===== src/design/assert_macros.svh =====
// ----------------------------------------------------------------------------
// assert_macros.svh
// Concurrent assertion helpers shared by the RTL.
// ----------------------------------------------------------------------------
`ifndef ASSERT_MACROS_SVH
`define ASSERT_MACROS_SVH

// Clocked property with an explicit clock and active-low reset.
`define ASSERT_AT(label, clock, rst_n, prop, msg) \
	label: assert property (@(posedge clock) disable iff (!(rst_n)) (prop)) \
		else $error(msg);

// Clocked property on the usual clk / arst_n pair.
`define ASSERT_CLK(label, prop, msg) \
	`ASSERT_AT(label, clk, arst_n, prop, msg)

`endif


===== src/design/tsd_pkg.sv =====
// ----------------------------------------------------------------------------
// tsd_pkg
// Shared types and constants of the touch sense hysteresis/debounce block.
// ----------------------------------------------------------------------------
`default_nettype none

package tsd_pkg;

	localparam int CFG_DATA_W  = 12;
	localparam int CFG_INDEX_W = 3;
	localparam int CFG_VALUE_W = 10;  // width of min_value / max_value
	localparam int MASK_W      = 12;
	localparam int CNT_W       = 9;
	localparam int WEIGHT_W    = 9;
	localparam int WEIGHT_SHIFT = 8;
	localparam logic [WEIGHT_W-1:0] WEIGHT_ONE = 9'd256;

	typedef enum logic [CFG_INDEX_W-1:0] {
		CFG_ACTIVE_MASK   = 3'd0,
		CFG_WEIGHT        = 3'd1,
		CFG_MIN_VALUE     = 3'd2,
		CFG_MAX_VALUE     = 3'd3,
		CFG_TOUCH_MARGIN  = 3'd4,
		CFG_REL_MARGIN    = 3'd5,
		CFG_TOUCH_COUNT   = 3'd6,
		CFG_REL_COUNT     = 3'd7
	} cfg_reg_t;

	localparam logic [11:0] RST_ACTIVE_MASK  = 12'd4095;
	localparam logic [8:0]  RST_WEIGHT       = 9'd26;
	localparam logic [9:0]  RST_MIN_VALUE    = 10'd600;
	localparam logic [9:0]  RST_MAX_VALUE    = 10'd710;
	localparam logic [7:0]  RST_TOUCH_MARGIN = 8'd30;
	localparam logic [7:0]  RST_REL_MARGIN   = 8'd20;
	localparam logic [7:0]  RST_TOUCH_COUNT  = 8'd15;
	localparam logic [7:0]  RST_REL_COUNT    = 8'd15;

	typedef struct packed {
		logic [11:0] active_port_mask;
		logic [8:0]  smoothing_weight;
		logic [9:0]  min_value;
		logic [9:0]  max_value;
		logic [7:0]  touch_margin;
		logic [7:0]  release_margin;
		logic [7:0]  touch_count;
		logic [7:0]  release_count;
	} cfg_t;

	typedef struct packed {
		logic [3:0] port;
		logic [9:0] raw_sample;
	} sample_t;

	typedef struct packed {
		logic [3:0]  port_echo;
		logic        touched;
		logic        changed;
		logic [11:0] touch_mask;
		logic [9:0]  smoothed_value;
	} result_t;

endpackage

`default_nettype wire


===== src/design/touch_sense_hysteresis_debounce_top.sv =====
// An accepted request waits in the input stage until the result register frees up.
// Throughput: one request per cycle when not stalled, set by the read-modify-write
// of the port's state registers between the input stage and the result register.
// Reset: asynchronous, active low; settings return to defaults, every port is
// released and unprimed, and no result is pending.
// ----------------------------------------------------------------------------
// touch_sense_hysteresis_debounce_top
// Per-electrode capacitive touch detector with smoothing, hysteresis and
// debounce, one sample per request, one result per request.
// ----------------------------------------------------------------------------
`default_nettype none

`include "assert_macros.svh"

module touch_sense_hysteresis_debounce_top import tsd_pkg::*; #(
	parameter int PORTS         = 12,
	parameter int SAMPLE_BITS   = 10,
	parameter int FRACTION_BITS = 8
) (
	input  wire logic                   clk,
	input  wire logic                   arst_n,
	// sample channel
	input  wire logic                   sample_valid,
	output logic                        sample_stall,
	input  wire sample_t                sample,
	// result channel
	output logic                        result_valid,
	input  wire logic                   result_stall,
	output result_t                     result,
	// configuration write port
	input  wire logic                   cfg_we,
	input  wire logic [CFG_INDEX_W-1:0] cfg_index,
	input  wire logic [CFG_DATA_W-1:0]  cfg_wdata
);

	localparam int VAL_W = CFG_VALUE_W + FRACTION_BITS;
	localparam int TH_W  = VAL_W + 2;
	localparam int IDX_W = (PORTS > 1) ? $clog2(PORTS) : 1;

	cfg_t cfg;

	tsd_cfg u_cfg (
		.clk       (clk),
		.arst_n    (arst_n),
		.cfg_we    (cfg_we),
		.cfg_index (cfg_index),
		.cfg_wdata (cfg_wdata),
		.cfg       (cfg)
	);

	// Input stage: holds the accepted request while its port state is updated.
	sample_t sample_s1;
	logic    valid_s1;
	logic    advance;
	logic    take;

	// Per-port state, one register set per electrode.
	logic [VAL_W-1:0] value_q  [PORTS];
	logic [TH_W-1:0]  thresh_q [PORTS];
	logic [CNT_W-1:0] count_q  [PORTS];
	logic [PORTS-1:0] touch_q;
	logic [PORTS-1:0] primed_q;

	result_t result_q;
	logic    result_valid_q;

	// The result register frees up when empty or when its result leaves.
	assign advance      = valid_s1 & (~result_valid_q | ~result_stall);
	assign sample_stall = valid_s1 & ~advance;
	assign take         = sample_valid & ~sample_stall;

	always_ff @(posedge clk or negedge arst_n) begin
		if (!arst_n) begin
			valid_s1 <= 1'b0;
		end else if (take) begin
			valid_s1 <= 1'b1;
		end else if (advance) begin
			valid_s1 <= 1'b0;
		end
	end

	always_ff @(posedge clk) begin
		if (take) begin
			sample_s1 <= sample;
		end
	end

	// Port decode: ports past PORTS or past the mask width are never active.
	logic [15:0]      mask_ext;
	logic             in_range;
	logic             active;
	logic [IDX_W-1:0] idx;

	assign mask_ext = 16'(cfg.active_port_mask);
	assign in_range = {1'b0, sample_s1.port} < 5'(PORTS);
	assign active   = in_range & mask_ext[sample_s1.port];
	assign idx      = sample_s1.port[IDX_W-1:0];

	logic [VAL_W-1:0] upd_value;
	logic [TH_W-1:0]  upd_thresh;
	logic [CNT_W-1:0] upd_count;
	logic             upd_touched;
	logic             upd_changed;

	tsd_update #(
		.SAMPLE_BITS   (SAMPLE_BITS),
		.FRACTION_BITS (FRACTION_BITS)
	) u_update (
		.cfg       (cfg),
		.raw       (sample_s1.raw_sample),
		.value_i   (value_q[idx]),
		.thresh_i  (thresh_q[idx]),
		.count_i   (count_q[idx]),
		.touched_i (touch_q[idx]),
		.primed_i  (primed_q[idx]),
		.value_o   (upd_value),
		.thresh_o  (upd_thresh),
		.count_o   (upd_count),
		.touched_o (upd_touched),
		.changed_o (upd_changed)
	);

	logic             write_state;
	logic [PORTS-1:0] touch_next;
	logic [15:0]      touch_ext;

	assign write_state = advance & active;

	// Touch bits as they stand after this request, for the mask output.
	always_comb begin
		touch_next = touch_q;
		if (active) begin
			touch_next[idx] = upd_touched;
		end
	end
	assign touch_ext = 16'(touch_next);

	always_ff @(posedge clk or negedge arst_n) begin
		if (!arst_n) begin
			for (int i = 0; i < PORTS; i++) begin
				value_q[i]  <= '0;
				thresh_q[i] <= '0;
				count_q[i]  <= '0;
			end
			touch_q  <= '0;
			primed_q <= '0;
		end else if (write_state) begin
			value_q[idx]  <= upd_value;
			thresh_q[idx] <= upd_thresh;
			count_q[idx]  <= upd_count;
			touch_q[idx]  <= upd_touched;
			primed_q[idx] <= 1'b1;
		end
	end

	// Result register: inactive or out-of-range ports report zero touched, changed and value.
	always_ff @(posedge clk or negedge arst_n) begin
		if (!arst_n) begin
			result_valid_q <= 1'b0;
		end else if (advance) begin
			result_valid_q <= 1'b1;
		end else if (~result_stall) begin
			result_valid_q <= 1'b0;
		end
	end

	always_ff @(posedge clk) begin
		if (advance) begin
			result_q.port_echo      <= sample_s1.port;
			result_q.touched        <= active & upd_touched;
			result_q.changed        <= active & upd_changed;
			result_q.touch_mask     <= touch_ext[MASK_W-1:0] & cfg.active_port_mask;
			result_q.smoothed_value <= active ? upd_value[VAL_W-1:FRACTION_BITS] : '0;
		end
	end

	assign result_valid = result_valid_q;
	assign result       = result_q;

	// Assertions
	`ASSERT_CLK(a_stall_only_when_held, sample_stall |-> valid_s1,
		"input stalled with an empty input stage")
	`ASSERT_CLK(a_primed_never_clears, ($past(primed_q) & ~primed_q) == '0,
		"a primed port lost its primed bit")
	`ASSERT_CLK(a_change_flips_bit, (advance && active && upd_changed) |=>
		(touch_q != $past(touch_q)), "reported touch change did not flip state")

endmodule

`default_nettype wire


===== src/design/tsd_cfg.sv =====
// ----------------------------------------------------------------------------
// tsd_cfg
// Configuration register file, written through a plain write port.
// ----------------------------------------------------------------------------
`default_nettype none

module tsd_cfg import tsd_pkg::*; (
	input  wire logic                   clk,
	input  wire logic                   arst_n,
	input  wire logic                   cfg_we,
	input  wire logic [CFG_INDEX_W-1:0] cfg_index,
	input  wire logic [CFG_DATA_W-1:0]  cfg_wdata,
	output cfg_t                        cfg
);

	always_ff @(posedge clk or negedge arst_n) begin
		if (!arst_n) begin
			cfg.active_port_mask <= RST_ACTIVE_MASK;
			cfg.smoothing_weight <= RST_WEIGHT;
			cfg.min_value        <= RST_MIN_VALUE;
			cfg.max_value        <= RST_MAX_VALUE;
			cfg.touch_margin     <= RST_TOUCH_MARGIN;
			cfg.release_margin   <= RST_REL_MARGIN;
			cfg.touch_count      <= RST_TOUCH_COUNT;
			cfg.release_count    <= RST_REL_COUNT;
		end else if (cfg_we) begin
			case (cfg_index)
				CFG_ACTIVE_MASK:  cfg.active_port_mask <= cfg_wdata[11:0];
				CFG_WEIGHT:       cfg.smoothing_weight <= cfg_wdata[8:0];
				CFG_MIN_VALUE:    cfg.min_value        <= cfg_wdata[9:0];
				CFG_MAX_VALUE:    cfg.max_value        <= cfg_wdata[9:0];
				CFG_TOUCH_MARGIN: cfg.touch_margin     <= cfg_wdata[7:0];
				CFG_REL_MARGIN:   cfg.release_margin   <= cfg_wdata[7:0];
				CFG_TOUCH_COUNT:  cfg.touch_count      <= cfg_wdata[7:0];
				CFG_REL_COUNT:    cfg.release_count    <= cfg_wdata[7:0];
				default: ;
			endcase
		end
	end

endmodule

`default_nettype wire


===== src/design/tsd_update.sv =====
// ----------------------------------------------------------------------------
// tsd_update
// Per-port next-state logic: smoothing, clamp, hysteresis compare, debounce.
// ----------------------------------------------------------------------------
`default_nettype none

module tsd_update import tsd_pkg::*; #(
	parameter int SAMPLE_BITS   = 10,
	parameter int FRACTION_BITS = 8,
	localparam int VAL_W = CFG_VALUE_W + FRACTION_BITS,
	localparam int TH_W  = VAL_W + 2
) (
	input  wire cfg_t               cfg,
	input  wire logic [9:0]         raw,
	input  wire logic [VAL_W-1:0]   value_i,
	input  wire logic [TH_W-1:0]    thresh_i,
	input  wire logic [CNT_W-1:0]   count_i,
	input  wire logic               touched_i,
	input  wire logic               primed_i,
	output logic [VAL_W-1:0]        value_o,
	output logic [TH_W-1:0]         thresh_o,
	output logic [CNT_W-1:0]        count_o,
	output logic                    touched_o,
	output logic                    changed_o
);

	localparam int RW = (SAMPLE_BITS < 10) ? SAMPLE_BITS : 10;
	localparam int DW = VAL_W + 1;
	localparam int PW = DW + WEIGHT_W + 1;
	localparam logic [CNT_W-1:0] CNT_MAX = '1;

	logic [VAL_W-1:0]        s_val;
	logic [WEIGHT_W-1:0]     w_sat;
	logic signed [DW-1:0]    diff;
	logic signed [WEIGHT_W:0] w_s;
	logic signed [PW-1:0]    prod;
	logic signed [PW-1:0]    sum;
	logic [VAL_W-1:0]        cand;
	logic [VAL_W-1:0]        lo;
	logic [VAL_W-1:0]        hi;
	logic [VAL_W-1:0]        v;
	logic signed [TH_W-1:0]  v_s;
	logic signed [TH_W-1:0]  thr_touch;
	logic signed [TH_W-1:0]  thr_rel;
	logic signed [TH_W-1:0]  th_s;
	logic                    hit;
	logic [CNT_W-1:0]        cnt_next;
	logic [7:0]              limit;
	logic                    flip;

	always_comb begin
		s_val = VAL_W'({raw[RW-1:0], {FRACTION_BITS{1'b0}}});
		w_sat = (cfg.smoothing_weight > WEIGHT_ONE) ? WEIGHT_ONE : cfg.smoothing_weight;

		// old + w*(s-old)/256, floor taken by the arithmetic shift
		diff = $signed({1'b0, s_val}) - $signed({1'b0, value_i});
		w_s  = $signed({1'b0, w_sat});
		prod = w_s * diff;
		sum  = (prod >>> WEIGHT_SHIFT) + $signed({{(PW-VAL_W){1'b0}}, value_i});

		cand = primed_i ? sum[VAL_W-1:0] : s_val;
		lo   = {cfg.min_value, {FRACTION_BITS{1'b0}}};
		hi   = {cfg.max_value, {FRACTION_BITS{1'b0}}};
		if (cand < lo) begin
			v = lo;
		end else if (cand > hi) begin
			v = hi;
		end else begin
			v = cand;
		end

		v_s       = $signed({2'b00, v});
		th_s      = $signed(thresh_i);
		thr_touch = v_s - $signed(TH_W'({cfg.touch_margin, {FRACTION_BITS{1'b0}}}));
		thr_rel   = v_s + $signed(TH_W'({cfg.release_margin, {FRACTION_BITS{1'b0}}}));

		hit = touched_i ? (v_s > th_s) : (v_s < th_s);
		if (!hit) begin
			cnt_next = '0;
		end else if (count_i == CNT_MAX) begin
			cnt_next = count_i;
		end else begin
			cnt_next = count_i + 1'b1;
		end
		limit = touched_i ? cfg.release_count : cfg.touch_count;
		flip  = cnt_next > CNT_W'(limit);

		value_o   = v;
		touched_o = touched_i;
		changed_o = 1'b0;
		if (!primed_i) begin
			thresh_o = thr_touch;
			count_o  = '0;
		end else if (flip) begin
			thresh_o  = touched_i ? thr_touch : thr_rel;
			count_o   = '0;
			touched_o = ~touched_i;
			changed_o = 1'b1;
		end else begin
			thresh_o = thresh_i;
			count_o  = cnt_next;
		end
	end

endmodule

`default_nettype wire

===== config.mk =====
export PLATFORM = sky130hd
export DESIGN_NAME = touch_sense_hysteresis_debounce_top
export DESIGN_NICKNAME = d
export VERILOG_FILES = /design/src/design/tsd_pkg.sv /design/src/design/touch_sense_hysteresis_debounce_top.sv /design/src/design/tsd_cfg.sv /design/src/design/tsd_update.sv
export VERILOG_INCLUDE_DIRS = /design/src /design/src/design
export SDC_FILE = /design/constraint.sdc
export NUM_CORES = 2
export LEC_CHECK = 0
export BUFFER_PORTS_ARGS = -buffer_cell sky130_fd_sc_hd__buf_4
export CAP_MARGIN = 20
export CORE_MARGIN = 2
export CORE_UTILIZATION = 55
export CTS_BUF_LIST = sky130_fd_sc_hd__clkbuf_4 sky130_fd_sc_hd__clkbuf_8
export CTS_CLUSTER_SIZE = 25
export DETAILED_ROUTE_END_ITERATION = 6
export GPL_ROUTABILITY_DRIVEN = 1
export GPL_TIMING_DRIVEN = 1
export PLACE_DENSITY = 0.72
export SYNTH_ARGS = -nofsm -noshare
export SYNTH_HDL_FRONTEND = slang
export SYNTH_HIERARCHICAL = 1
export SYNTH_SLANG_ARGS = --single-unit
export TNS_END_PERCENT = 5

===== constraint.sdc =====
create_clock -name clk -period 46.7 [get_ports clk]
set_input_delay 4.67 -clock clk [delete_from_list [all_inputs] [get_ports clk]]
set_output_delay 4.67 -clock clk [all_outputs]
set_load 0.01 [all_outputs]

==> impl_metrics.py <==
metrics = {
    "logic_synthesis": {
        "synth-seq-cells": 705,
        "syn_area_per_cell_um2": 12.77,
        "synth-main-ff-cell": "dfrtp_1",
        "ys_types": 87,
        "synthMuxAreaShare_pct": 27.22,
        "synth.area.top_cells": "dfrtp_1 38%, mux2_2 16%, mux4_2 8.1%, fa_1 6.5%, ha_1 4.5%",
        "synthAdderAreaFrac_pct": 11.00,
        "yosys.area.top_type": "dfrtp_1",
        "async_flop_share_pct": 94.04,
        "syn_inst": 3196,
        "synthTopCellsByCount": "625 x dfrtp_1, 583 x mux2_2, 243 x nand2_1, 221 x inv_1, 147 x mux4_2",
        "syn-num-nets": 3509,
        "synth_top_cell_area_share_pct": 38.32,
        "ys_seq_area_share_pct": 43.86,
        "synth_top_family_by_area": "multiplexers",
        "yosys.area_share.simple_pct": 7.008,
        "yosys.area_share.xor_xnor_pct": 1.665,
        "syn-cell-area_mm2": 0.04081,
        "synth_compound_area_share_pct": 4.731,
        "synth_edf_count": 42,
        "synth_warnings": 6,
        "yosysMostFrequentCell": "dfrtp_1",
    },
    "cells_and_area": {
        "fill_cells": 5643,
        "fin_nets": 3538,
        "area_growth_pct": 9.406,
        "drive_above_1_share_pct": 35.05,
    },
    "detailed_routing": {
        "drc_errors": 0,
        "highest_layer": "met4",
        "route.layer.met1.wl_mm": 46.20,
        "dr_wl_met2_mm": 50.62,
        "first_pass_iters": 5,
        "ant_nets": 0,
        "drtIter0Drc": 2212,
        "wire_per_inst_um": 24.92,
        "wirelength_mm": 106.6,
        "viasPerCell": 6.113,
        "vias": 26150,
        "wl_met3_mm": 6.065,
    },
    "setup_path": {
        "reg2reg_to": "count_q[4]",
        "max_stage_delay_ns": 1.00,
        "cp.required_ns": 47.35,
        "cp_common_cell": "o21ai_0",
        "rr_worst_depth": 67,
        "crit_path_max_fanout": 97,
        "reg2reg_slack_ns": 26.64,
        "cp_slowest_cell": "nor3_1",
        "crit_type": "reg2reg",
        "endpoint_kind": "flop",
        "start_kind": "flop",
        "crit_arrival_ns": 20.71,
        "r2r-start": "idx[0]",
    },
    "clock_tree": {
        "h-tree-depth": 3,
        "cts_resized": 0,
        "cts_root_buf": "clkbuf_8",
        "clk_path_buf_depth": 3,
        "insertion_delay_ns": 0.76,
        "cts_tree": "yes",
        "cts_hold_buf": 0,
        "cts_setup_buffers": 0,
        "clock_sinks": 705,
        "numCtsBuffers": 112,
        "clkTransAtPathRegs_ns": 0.06,
    },
    "placement": {
        "gp_congestion": 0.9319,
        "hpwlAfterDp_mm": 70.00,
        "portBuffers": 63,
    },
    "die": {
        "dieArea_mm2": 0.07640,
        "coreArea_mm2": 0.07321,
        "die_width_um": 276.4,
        "die_h_um": 276.4,
        "rows": 99,
        "ioPinCount": 64,
        "initial_utilization_pct": 55.75,
    },
    "global_route": {
        "grt_pass1_wl_mm": 167.0,
        "overflow": 0,
        "grt_usage_pct": 28.35,
        "grt_max_degree": 128,
        "antenna_found_initial": 2,
        "grt_pass1_vias": 28130,
    },
    "worst_hold_path": {
        "min_path_cells": 1,
        "hp-class": "reg2reg",
        "hold_end": "primed_q[8]",
        "hp-start": "primed_q[8]",
    },
    "sta": {
        "tightest_slew_ns": 1.126,
        "fmax_ghz": 0.04985,
        "relSlewSlack_pct": 24.37,
        "fin_skew_ns": 0.05364,
        "tns_ns": 0,
        "finalCritPeriodShare_pct": 42.95,
        "drv_slew": 0,
        "hold_viol": 0,
        "rsz0062_at_grt": "false",
        "setup_viol": 0,
        "fin_crit_ns": 20.06,
    },
    "status": {
        "status": "completed",
    },
    "job": {
        "cap_violations": 0,
    },
}
## registers in the layout, summed over array words and instances, names as in the netlist
register	count
value_q	216
thresh_q	240
primed_q	12
idx	4
result_valid	1
sample_s1	10
touch_q	12
result	28
count_q	108
valid_s1	1
u_cfg/cfg	73
## worst max-delay path by stage
stage           start      endpoint  slack (ns)  cells past startpoint
2_1_floorplan  idx[0]  thresh_q[17]       30.90                     71
4_1_cts        idx[0]    count_q[4]       26.86                     67
3_3_place_gp   idx[0]   count_q[13]       27.69                     69
3_5_place_dp   idx[0]    count_q[4]       27.02                     67
6_report       idx[0]    count_q[4]       26.64                     67
5_1_grt        idx[0]   count_q[40]       25.31                     69
## metal layers
metal / global-route usage, % / up-vias
met5: 0 / -
met4: 9.878 / 0
met3: 4.208 / 210
met2: 45.77 / 884
met1: 39.47 / 13760
li1: - / 11300
## cell usage in the layout, fill, tap and decap left out, drive strengths merged, types with 8 or more instances in the layout
| cell type | instances |
|---|---|
| a21boi | 8 |
| a21o | 33 |
| a21oi | 62 |
| a22oi | 51 |
| a31oi | 11 |
| and2 | 56 |
| and3 | 14 |
| and4 | 8 |
| buf | 124 |
| clkbuf | 184 |
| clkinv | 14 |
| dfrtp | 625 |
| dfstp | 38 |
| edfxtp | 42 |
| fa | 133 |
| ha | 146 |
| inv | 226 |
| mux2 | 660 |
| mux2i | 32 |
| mux4 | 147 |
| nand2 | 243 |
| nand2b | 17 |
| nand3 | 21 |
| nand4 | 13 |
| nor2 | 115 |
| nor2b | 34 |
| nor3 | 25 |
| nor3b | 8 |
| o21a | 17 |
| o21ai | 38 |
| o22ai | 9 |
| or2 | 13 |
| xnor2 | 51 |
| xor2 | 24 |
## logic make-up after synthesis
family                   count (synthesis)
buffers and inverters                  432
other                                    1
XOR/XNOR                                76
AND/OR/NAND/NOR                        586
multiplexers                           839
AO/OA/AOI/OAI                          278
flip-flops                             705
adder cells (fa/ha/maj)                279
## area by class of cell
cell class | count | area (um^2) | area share, %
Antenna cell | 1 | 2.502 | 0.005604
Clock inverter | 24 | 275.3 | 0.6165
Sequential cell | 705 | 17900 | 40.09
Tap cell | 959 | 1200 | 2.687
Timing Repair Buffer | 125 | 1026 | 2.298
Multi-Input combinational cell | 2059 | 21160 | 47.39
Clock buffer | 183 | 2256 | 5.052
Inverter | 222 | 833.3 | 1.866
## metrics by stage
step	instances	worst slack [ns]	area [um^2]	utilization [%]	hold slack [ns]
6_report	4278	26.64	44650	60.99	0.4699
5_1_grt	4278	25.31	44650	60.99	0.4814
4_1_cts	4268	26.86	44530	60.82	0.4689
3_5_place_dp	4061	27.02	41990	57.36	0.4520
3_3_place_gp	4061	27.69	41990	57.36	0.4457
2_1_floorplan	3196	30.90	40810	-	0.4296
## worst max-delay path: cells and delay by family, from the launching register on
family	cells	cell delay, ns
compound gates	23	4.27
xor+xnor	3	0.87
fa+ha+maj	10	4.36
buf+inv	7	2.24
flops	1	0.32
mux	4	1.64
simple gates	20	6.19
Power is left out: the tool's default activity adds up to more than one toggle a clock period on the data nets, which glitch-free logic cannot reach.
